## config.mk

```make
export PLATFORM = sky130hd
export DESIGN_NAME = image_header_size_parser_top
export DESIGN_NICKNAME = d
export VERILOG_FILES = /design/src/sv/ihsp_pkg.sv /design/src/sv/image_header_size_parser_top.sv
export SDC_FILE = /design/constraint.sdc
export NUM_CORES = 1
export LEC_CHECK = 0
export ABC_AREA = 0
export BUFFER_PORTS_ARGS = -buffer_cell sky130_fd_sc_hd__buf_2
export CORE_MARGIN = 8
export CORE_UTILIZATION = 55
export CTS_CLUSTER_SIZE = 10
export DETAILED_ROUTE_END_ITERATION = 7
export PLACE_DENSITY = 0.84
export SLEW_MARGIN = 0
export SYNTH_ARGS = -nofsm -noshare
export SYNTH_HDL_FRONTEND = slang
export SYNTH_SLANG_ARGS = --single-unit
```

## constraint.sdc

```tcl
create_clock -name clk_i -period 10.6 [get_ports clk_i]
set_input_delay 0.53 -clock clk_i [delete_from_list [all_inputs] [get_ports clk_i]]
set_output_delay 0.53 -clock clk_i [all_outputs]
set_load 0.02 [all_outputs]
```

## src/sv/ihsp_pkg.sv

```systemverilog
// Package for the image header size parser: phase, format and status codes,
// signature byte tables and default sizes.
// Depends on nothing; imported by image_header_size_parser_top.
package ihsp_pkg;

  localparam int unsigned POSITION_BITS_DEF = 32;
  localparam int unsigned IN_DATA_W         = 8;
  localparam int unsigned OUT_DATA_W        = 72;

  typedef enum logic [3:0] {
    PH_SIG   = 4'd0,
    PH_PNG   = 4'd1,
    PH_GIF   = 4'd2,
    PH_JM0   = 4'd3,
    PH_JM1   = 4'd4,
    PH_JL0   = 4'd5,
    PH_JL1   = 4'd6,
    PH_JSKIP = 4'd7,
    PH_JSOF  = 4'd8,
    PH_JHOLD = 4'd9
  } phase_e;

  typedef enum logic [1:0] {
    FMT_PNG     = 2'd0,
    FMT_JPEG    = 2'd1,
    FMT_GIF     = 2'd2,
    FMT_UNKNOWN = 2'd3
  } format_e;

  typedef enum logic [2:0] {
    ST_OK        = 3'd0,
    ST_UNK_SIG   = 3'd1,
    ST_SHORT     = 3'd2,
    ST_BAD_IHDR  = 3'd3,
    ST_BAD_MARK  = 3'd4,
    ST_NO_SOF    = 3'd5,
    ST_TRUNC     = 3'd6
  } status_e;

  // Bit positions in the signature candidate flags.
  localparam int unsigned F_PNG   = 0;
  localparam int unsigned F_JPEG  = 1;
  localparam int unsigned F_GIF89 = 2;
  localparam int unsigned F_GIF87 = 3;

  localparam logic [7:0] PNG_SIG [8] = '{8'h89, 8'h50, 8'h4E, 8'h47,
                                         8'h0D, 8'h0A, 8'h1A, 8'h0A};
  // Only the first six entries of the GIF tables are compared.
  localparam logic [7:0] GIF89_SIG [8] = '{8'h47, 8'h49, 8'h46, 8'h38,
                                           8'h39, 8'h61, 8'h00, 8'h00};
  localparam logic [7:0] GIF87_SIG [8] = '{8'h47, 8'h49, 8'h46, 8'h38,
                                           8'h37, 8'h61, 8'h00, 8'h00};
  localparam logic [7:0] IHDR_NAME [4] = '{8'h49, 8'h48, 8'h44, 8'h52};

  localparam logic [7:0] JPEG_MARK = 8'hFF;
  localparam logic [7:0] JPEG_SOI  = 8'hD8;
  localparam logic [7:0] SOF_FIRST = 8'hC0;
  localparam logic [7:0] SOF_LAST  = 8'hC3;

endpackage

```

## src/sv/image_header_size_parser_top.sv

```systemverilog
// Image header size parser, top level: signature detection, PNG/GIF field
// capture and the JPEG segment walker, with a one-entry result register.
// Depends on ihsp_pkg.
//
// Usage: the bytes of one image file arrive on the slave stream, one byte per
// request in tdata, with tlast on the final byte of the file. For every file
// exactly one result leaves on the master stream: format, status, width and
// height. It appears in the cycle after the byte that decides it; bytes after
// the decision are consumed and dropped, and all parser state returns to its
// reset value after the byte that carries tlast.
// Throughput is one byte per cycle: the whole step for a byte is one pass of
// compare and counter logic from the state registers into the state and
// result registers. The result register is bypassed on the ready side, so a
// new byte is taken in the same cycle that a waiting result is taken. When
// the receiver stalls with a result held, s_axis_tready_o drops until it is
// taken. Reset (rst_ni low) clears the parser state and empties the result
// register; no clearing pass is needed.
module image_header_size_parser_top #(
  parameter int unsigned POSITION_BITS = ihsp_pkg::POSITION_BITS_DEF
) (
  input  logic                                clk_i,
  input  logic                                rst_ni,
  input  logic                                s_axis_tvalid_i,
  output logic                                s_axis_tready_o,
  input  logic [ihsp_pkg::IN_DATA_W-1:0]      s_axis_tdata_i,  // [7:0] data_byte
  input  logic                                s_axis_tlast_i,  // last_byte
  output logic                                m_axis_tvalid_o,
  input  logic                                m_axis_tready_i,
  // [1:0] image_format, [4:2] status, [36:5] width, [68:37] height, rest zero
  output logic [ihsp_pkg::OUT_DATA_W-1:0]     m_axis_tdata_o
);
  import ihsp_pkg::*;

  localparam logic [POSITION_BITS-1:0] POS_MAX = '1;

  phase_e                   phase_q, phase_d;
  format_e                  fmt_q, fmt_d;
  logic [POSITION_BITS-1:0] pos_q, pos_d;
  logic [3:0]               flags_q, flags_d;
  logic [15:0]              seg_q, seg_d;
  logic [2:0]               fo_q, fo_d;
  logic [31:0]              w_q, w_d;
  logic [31:0]              h_q, h_d;
  logic                     done_q, done_d;
  status_e                  held_q, held_d;

  logic                     out_valid_q;
  logic [OUT_DATA_W-1:0]    out_data_q;

  logic                     in_fire;
  logic                     emit;
  format_e                  e_fmt;
  status_e                  e_st;
  logic [31:0]              e_w, e_h;

  assign s_axis_tready_o = !out_valid_q || m_axis_tready_i;
  assign in_fire         = s_axis_tvalid_i && s_axis_tready_o;

  always_comb begin
    logic [7:0]  b;
    logic        last;
    logic [2:0]  p;
    logic        sig_ph;
    logic        walk_en;
    logic        jd;
    status_e     st;
    logic [15:0] len;

    b       = s_axis_tdata_i;
    last    = s_axis_tlast_i;
    p       = pos_q[2:0];
    sig_ph  = (pos_q < POSITION_BITS'(8));
    walk_en = 1'b0;
    jd      = 1'b0;
    st      = ST_OK;
    len     = seg_q | {8'h00, b};

    phase_d = phase_q;
    fmt_d   = fmt_q;
    pos_d   = pos_q;
    flags_d = flags_q;
    seg_d   = seg_q;
    fo_d    = fo_q;
    w_d     = w_q;
    h_d     = h_q;
    done_d  = done_q;
    held_d  = held_q;
    emit    = 1'b0;
    e_fmt   = FMT_UNKNOWN;
    e_st    = ST_OK;
    e_w     = '0;
    e_h     = '0;

    if (in_fire) begin
      if (!done_q) begin
        if (sig_ph) begin
          if (b != PNG_SIG[p]) flags_d[F_PNG] = 1'b0;
          if (p < 3'd3 && b != ((p == 3'd1) ? JPEG_SOI : JPEG_MARK)) begin
            flags_d[F_JPEG] = 1'b0;
          end
          if (p < 3'd6) begin
            if (b != GIF89_SIG[p]) flags_d[F_GIF89] = 1'b0;
            if (b != GIF87_SIG[p]) flags_d[F_GIF87] = 1'b0;
          end
          if (p == 3'd6) w_d = {24'h0, b};
          if (p == 3'd7) w_d = w_q | {16'h0, b, 8'h00};
          if (flags_d[F_JPEG]) begin
            if (p == 3'd2) phase_d = PH_JM1;
            else if (p >= 3'd3 && phase_q != PH_JHOLD) walk_en = 1'b1;
          end
        end else if (phase_q != PH_PNG && phase_q != PH_GIF) begin
          walk_en = 1'b1;
        end

        // JPEG segment walker, one byte per step.
        if (walk_en) begin
          case (phase_q)
            PH_JM0: begin
              if (last) begin
                jd = 1'b1; st = ST_NO_SOF;
              end else if (b != JPEG_MARK) begin
                jd = 1'b1; st = ST_BAD_MARK;
              end else begin
                phase_d = PH_JM1;
              end
            end
            PH_JM1: begin
              if (b >= SOF_FIRST && b <= SOF_LAST) begin
                phase_d = PH_JSOF;
                fo_d    = 3'd0;
              end else begin
                phase_d = PH_JL0;
              end
              if (last) begin
                jd = 1'b1; st = ST_TRUNC;
              end
            end
            PH_JL0: begin
              seg_d   = {b, 8'h00};
              phase_d = PH_JL1;
              if (last) begin
                jd = 1'b1; st = ST_TRUNC;
              end
            end
            PH_JL1: begin
              if (len < 16'd2) begin
                jd = 1'b1; st = ST_BAD_MARK;
              end else if (last) begin
                jd = 1'b1; st = ST_NO_SOF;
              end else if (len == 16'd2) begin
                phase_d = PH_JM0;
                seg_d   = '0;
              end else begin
                seg_d   = len - 16'd2;
                phase_d = PH_JSKIP;
              end
            end
            PH_JSKIP: begin
              if (seg_q != '0) seg_d = seg_q - 16'd1;
              if (seg_d == '0) phase_d = PH_JM0;
              if (last) begin
                jd = 1'b1; st = ST_NO_SOF;
              end
            end
            PH_JSOF: begin
              if (fo_q == 3'd6) begin
                w_d = w_q | {24'h0, b};
                jd  = 1'b1;
                st  = ST_OK;
              end else begin
                if (fo_q == 3'd3) h_d = {16'h0, b, 8'h00};
                else if (fo_q == 3'd4) h_d = h_q | {24'h0, b};
                else if (fo_q == 3'd5) w_d = {16'h0, b, 8'h00};
                fo_d = fo_q + 3'd1;
                if (last) begin
                  jd = 1'b1; st = ST_TRUNC;
                end
              end
            end
            default: ;
          endcase
        end

        if (sig_ph) begin
          // A JPEG outcome before the eighth byte waits for the format decision.
          if (jd) begin
            held_d  = st;
            phase_d = PH_JHOLD;
          end
          if (p == 3'd7) begin
            if (flags_d[F_PNG]) begin
              fmt_d   = FMT_PNG;
              phase_d = PH_PNG;
              if (last) begin
                emit = 1'b1; e_fmt = FMT_PNG; e_st = ST_TRUNC;
              end
            end else if (flags_d[F_JPEG]) begin
              fmt_d = FMT_JPEG;
              if (phase_d == PH_JHOLD) begin
                emit = 1'b1; e_fmt = FMT_JPEG; e_st = held_d;
              end
            end else if (flags_d[F_GIF89] || flags_d[F_GIF87]) begin
              fmt_d   = FMT_GIF;
              phase_d = PH_GIF;
              if (last) begin
                emit = 1'b1; e_fmt = FMT_GIF; e_st = ST_TRUNC;
              end
            end else begin
              emit = 1'b1; e_fmt = FMT_UNKNOWN; e_st = ST_UNK_SIG;
            end
          end else if (last) begin
            emit = 1'b1; e_fmt = FMT_UNKNOWN; e_st = ST_SHORT;
          end
        end else if (phase_q == PH_PNG) begin
          if (pos_q >= POSITION_BITS'(12) && pos_q <= POSITION_BITS'(15)) begin
            if (b != IHDR_NAME[pos_q[1:0]]) begin
              emit = 1'b1; e_fmt = FMT_PNG; e_st = ST_BAD_IHDR;
            end
          end else if (pos_q >= POSITION_BITS'(16) && pos_q <= POSITION_BITS'(19)) begin
            w_d = (pos_q == POSITION_BITS'(16)) ? {24'h0, b} : {w_q[23:0], b};
          end else if (pos_q >= POSITION_BITS'(20) && pos_q <= POSITION_BITS'(23)) begin
            h_d = (pos_q == POSITION_BITS'(20)) ? {24'h0, b} : {h_q[23:0], b};
            if (pos_q == POSITION_BITS'(23)) begin
              emit = 1'b1; e_fmt = FMT_PNG; e_st = ST_OK;
            end
          end
          if (!emit && last) begin
            emit = 1'b1; e_fmt = FMT_PNG; e_st = ST_TRUNC;
          end
        end else if (phase_q == PH_GIF) begin
          if (pos_q == POSITION_BITS'(8)) begin
            h_d = {24'h0, b};
            if (last) begin
              emit = 1'b1; e_fmt = FMT_GIF; e_st = ST_TRUNC;
            end
          end else begin
            h_d  = h_q | {16'h0, b, 8'h00};
            emit = 1'b1; e_fmt = FMT_GIF; e_st = ST_OK;
          end
        end else if (jd) begin
          emit = 1'b1; e_fmt = FMT_JPEG; e_st = st;
        end

        if (emit) done_d = 1'b1;

        // Dimensions are taken before the end-of-file clear below.
        e_w = (e_st == ST_OK) ? w_d : 32'h0;
        e_h = (e_st == ST_OK) ? h_d : 32'h0;
      end

      if (pos_q != POS_MAX) pos_d = pos_q + POSITION_BITS'(1);

      // The end of a file puts every piece of parser state back to reset.
      if (last) begin
        phase_d = PH_SIG;
        fmt_d   = FMT_UNKNOWN;
        pos_d   = '0;
        flags_d = '1;
        seg_d   = '0;
        fo_d    = '0;
        w_d     = '0;
        h_d     = '0;
        done_d  = 1'b0;
        held_d  = ST_OK;
      end
    end
  end

  always_ff @(posedge clk_i or negedge rst_ni) begin
    if (!rst_ni) begin
      phase_q <= PH_SIG;
      fmt_q   <= FMT_UNKNOWN;
      pos_q   <= '0;
      flags_q <= '1;
      seg_q   <= '0;
      fo_q    <= '0;
      w_q     <= '0;
      h_q     <= '0;
      done_q  <= 1'b0;
      held_q  <= ST_OK;
    end else begin
      phase_q <= phase_d;
      fmt_q   <= fmt_d;
      pos_q   <= pos_d;
      flags_q <= flags_d;
      seg_q   <= seg_d;
      fo_q    <= fo_d;
      w_q     <= w_d;
      h_q     <= h_d;
      done_q  <= done_d;
      held_q  <= held_d;
    end
  end

  always_ff @(posedge clk_i or negedge rst_ni) begin
    if (!rst_ni) begin
      out_valid_q <= 1'b0;
    end else if (in_fire && emit) begin
      out_valid_q <= 1'b1;
    end else if (m_axis_tready_i) begin
      out_valid_q <= 1'b0;
    end
  end

  always_ff @(posedge clk_i) begin
    if (in_fire && emit) begin
      out_data_q <= {3'b000, e_h, e_w, e_st, e_fmt};
    end
  end

  assign m_axis_tvalid_o = out_valid_q;
  assign m_axis_tdata_o  = out_data_q;

endmodule

```

==> reports/metrics.cfg <==
[status]
outcome=complete, no violations

[critical_path]
critPathMaxFanout=64
required_ns=10.75
worstSetupPathType=reg -> reg
critPathLaunchType=flop
crit_path_end_kind=flop
worstPathArrival_ns=5.21

[synth]
yosysMostFrequentCell=dfrtp_1
dominantRegCellSynth=dfrtp_1
yosysUniqueCellTypes=108
syn-cell-area_sq_um=12300
synth.avg_cell_area_sq_um=9.72
netlist.area_leader.share=0.252
synth_warnings=0
ys_ff_latch=197
async_flop_share=0.650
synth_common_cells=124 x dfrtp_1, 119 x nor2_1, 77 x nand2_1
synth-edff-count=69
postSynthCellCount=1266
synth_top_area_cell=dfrtp_1
yosysSeqAreaShare=0.429
synth.area.top_cells=dfrtp_1 25%, edfxtp_1 17%, a22o_1 4.6%, nor3_2 4.0%, nor2_1 3.6%

[clock_tree]
cts_setup_buffers=0
cts_tree=done
cts.path.max_buffers=2
ctsHtreeMaxLevel=4
cts-root-buf=clkbuf_16
cts.clk_slew.worst_paths_ns=0.08
numCtsBuffers=17
hold_buffers=0
clk_latency_ns=0.45
clock-sinks=197
ctsResizeCount=0

[placed_design]
dp_hpwl_mm=23.6
io_buffers=83
gp_congestion=0.963
dp_cells=1555
placed_area_sq_um=12800

[cells_and_area]
fin_nets=1321
layout-drive-gt1-share=0.194
final_area_sq_um=13400
diodes=0
nFillCells=1811
stdcell_count=1587
final_util=0.611
syn2layout_area_growth_pct=8.64

[routing]
routedWlPerCell_microns=21.8
ant_nets=0
drtIter0Drc=1423
wl_mm=34.5
drc_errors=0
drt_pass1_iterations=6
via_count=10900
via_per_inst=6.88

[global_route]
track_usage=0.245
grt_pass1_vias=10400
grt_max_degree=73
antenna_found_initial=0
grt_pass1_wl_mm=56.0
grt-ovfl-total=0

[die]
start_util=0.562
coreArea_sq_um=21900
die_w_microns=166
io_pins=87
rows=54
dieArea_sq_um=27400
die_y_microns=166

[power_and_ir_drop]
powerDensity_nw_per_um2=134
p_leak_nw=5.03
ir_worst_vdd_v=0.000112

[timing]
fin_crit_sh=0.477
finalHoldViolCount=0
slew_viol_final=0
fin_crit_ns=5.06
whs_ns=0.143
setup_tns_ns=0
fin_skew_ns=0.0162
fmax_mhz=198
rsz0062_at_grt=false
slew_headroom=0.160
finalSetupViolCount=0
worst_pin_slew_ns=1.26

[run]
maxCapViolCount=0

[worst_hold_path]
hp-class=in -> async

-- metal layers --
layer | GRT usage | share of wire | routed length, microns | vias to the layer above
met5 | 0 | 0 | 0 | -
met4 | 0.105 | 0.032 | 1090 | 0
met3 | 0.0504 | 0.093 | 3210 | 88
met2 | 0.382 | 0.47 | 16200 | 672
met1 | 0.326 | 0.41 | 14000 | 5262
li1 | - | - | - | 4896
-- cell usage in the layout, fill, tap and decap left out, drive strengths merged, types with 8 or more instances in the layout --
| cell | n |
|---|---|
| clkbuf | 18 |
| buf | 100 |
| nand2b | 8 |
| and2 | 10 |
| and4 | 8 |
| mux2i | 11 |
| o21ai | 66 |
| nor4 | 21 |
| nand2 | 77 |
| nand3 | 34 |
| a21oi | 75 |
| nor3b | 21 |
| nor3 | 80 |
| xor2 | 15 |
| nand4 | 22 |
| o22ai | 24 |
| nor2 | 120 |
| a22oi | 53 |
| dfrtp | 124 |
| xnor2 | 27 |
| o211ai | 10 |
| or4 | 12 |
| edfxtp | 69 |
| inv | 41 |
| a22o | 65 |
| or3 | 19 |
| ha | 14 |
| a31oi | 14 |
-- critical path: stages, from the launching register on --
cell	delay, ns
dfrtp_1	0.76
inv_1	0.20
ha_1	0.45
xnor2_1	0.22
a21oi_1	0.08
a2111oi_0	0.80
a21boi_0	0.41
o21ai_0	0.53
a31oi_1	0.26
nand4_4	0.11
buf_4	0.72
nor3b_1	0.14
-- path summary, 6_finish.rpt --
| check | slack (ns) | endpoint | cells past startpoint | start |
|---|---|---|---|---|
| worst max-delay path | 5.54 | m_axis_tdata_o[17] | 11 | pos_q[0] |
| worst min-delay path | 0.14 | w_q[29] | 1 | rst_ni |
| worst max register to register | 5.54 | m_axis_tdata_o[17] | 11 | pos_q[0] |
| worst min register to register | 0.50 | held_q[0] | 1 | held_q[0] |
| max in group asynchronous | 9.02 | pos_q[1] | 2 | rst_ni |
| min in group clk_i | 0.50 | held_q[0] | 1 | held_q[0] |
-- sequential cells by signal, indices dropped and copies added (netlist names) --
signal	flops
phase_q	4
seg_q	16
m_axis_tvalid_o	1
fo_q	3
held_q	3
done_q	1
pos_q	32
w_q	32
h_q	32
m_axis_tdata_o	69
flags_q	4
-- cell families (layout without fill, tap and decap cells) --
logic type,Yosys count,after routing,synth area share
simple gates,473,473,0.231
compound gates,397,397,0.231
flops,197,197,0.429
buf+inv,125,164,0.0503
xor+xnor,42,42,0.0299
mux,17,17,0.0144
fa+ha+maj,14,14,0.0142
other cells,1,3,0.000305
-- where the power goes --
part | leakage [nW] | internal [mW] | switching [mW] | total, mW
Combinational | 2.32 | 0.0809 | 0.204 | 0.285
Clock | 0.292 | 0.322 | 0.333 | 0.656
Sequential | 2.42 | 0.818 | 0.0294 | 0.847
-- stage by stage --
stage	setup slack (ns)	power [mW]
floorplan	2.03	1.06
global placement	5.63	1.14
detailed placement	5.65	1.14
CTS	5.65	1.79
global route	5.02	1.85
finish	5.54	1.79
-- area by class of cell --
| type | instances | area (sq um) | share of cell area |
|---|---|---|---|
| Timing Repair Buffer | 100 | 546 | 0.0408 |
| Tap cell | 280 | 350 | 0.0262 |
| Clock inverter | 14 | 173 | 0.0129 |
| Sequential cell | 197 | 5280 | 0.395 |
| Clock buffer | 18 | 429 | 0.0321 |
| Inverter | 32 | 120 | 0.00898 |
| Multi-Input combinational cell | 946 | 6480 | 0.484 |
(Power assumes the default switching activity.)
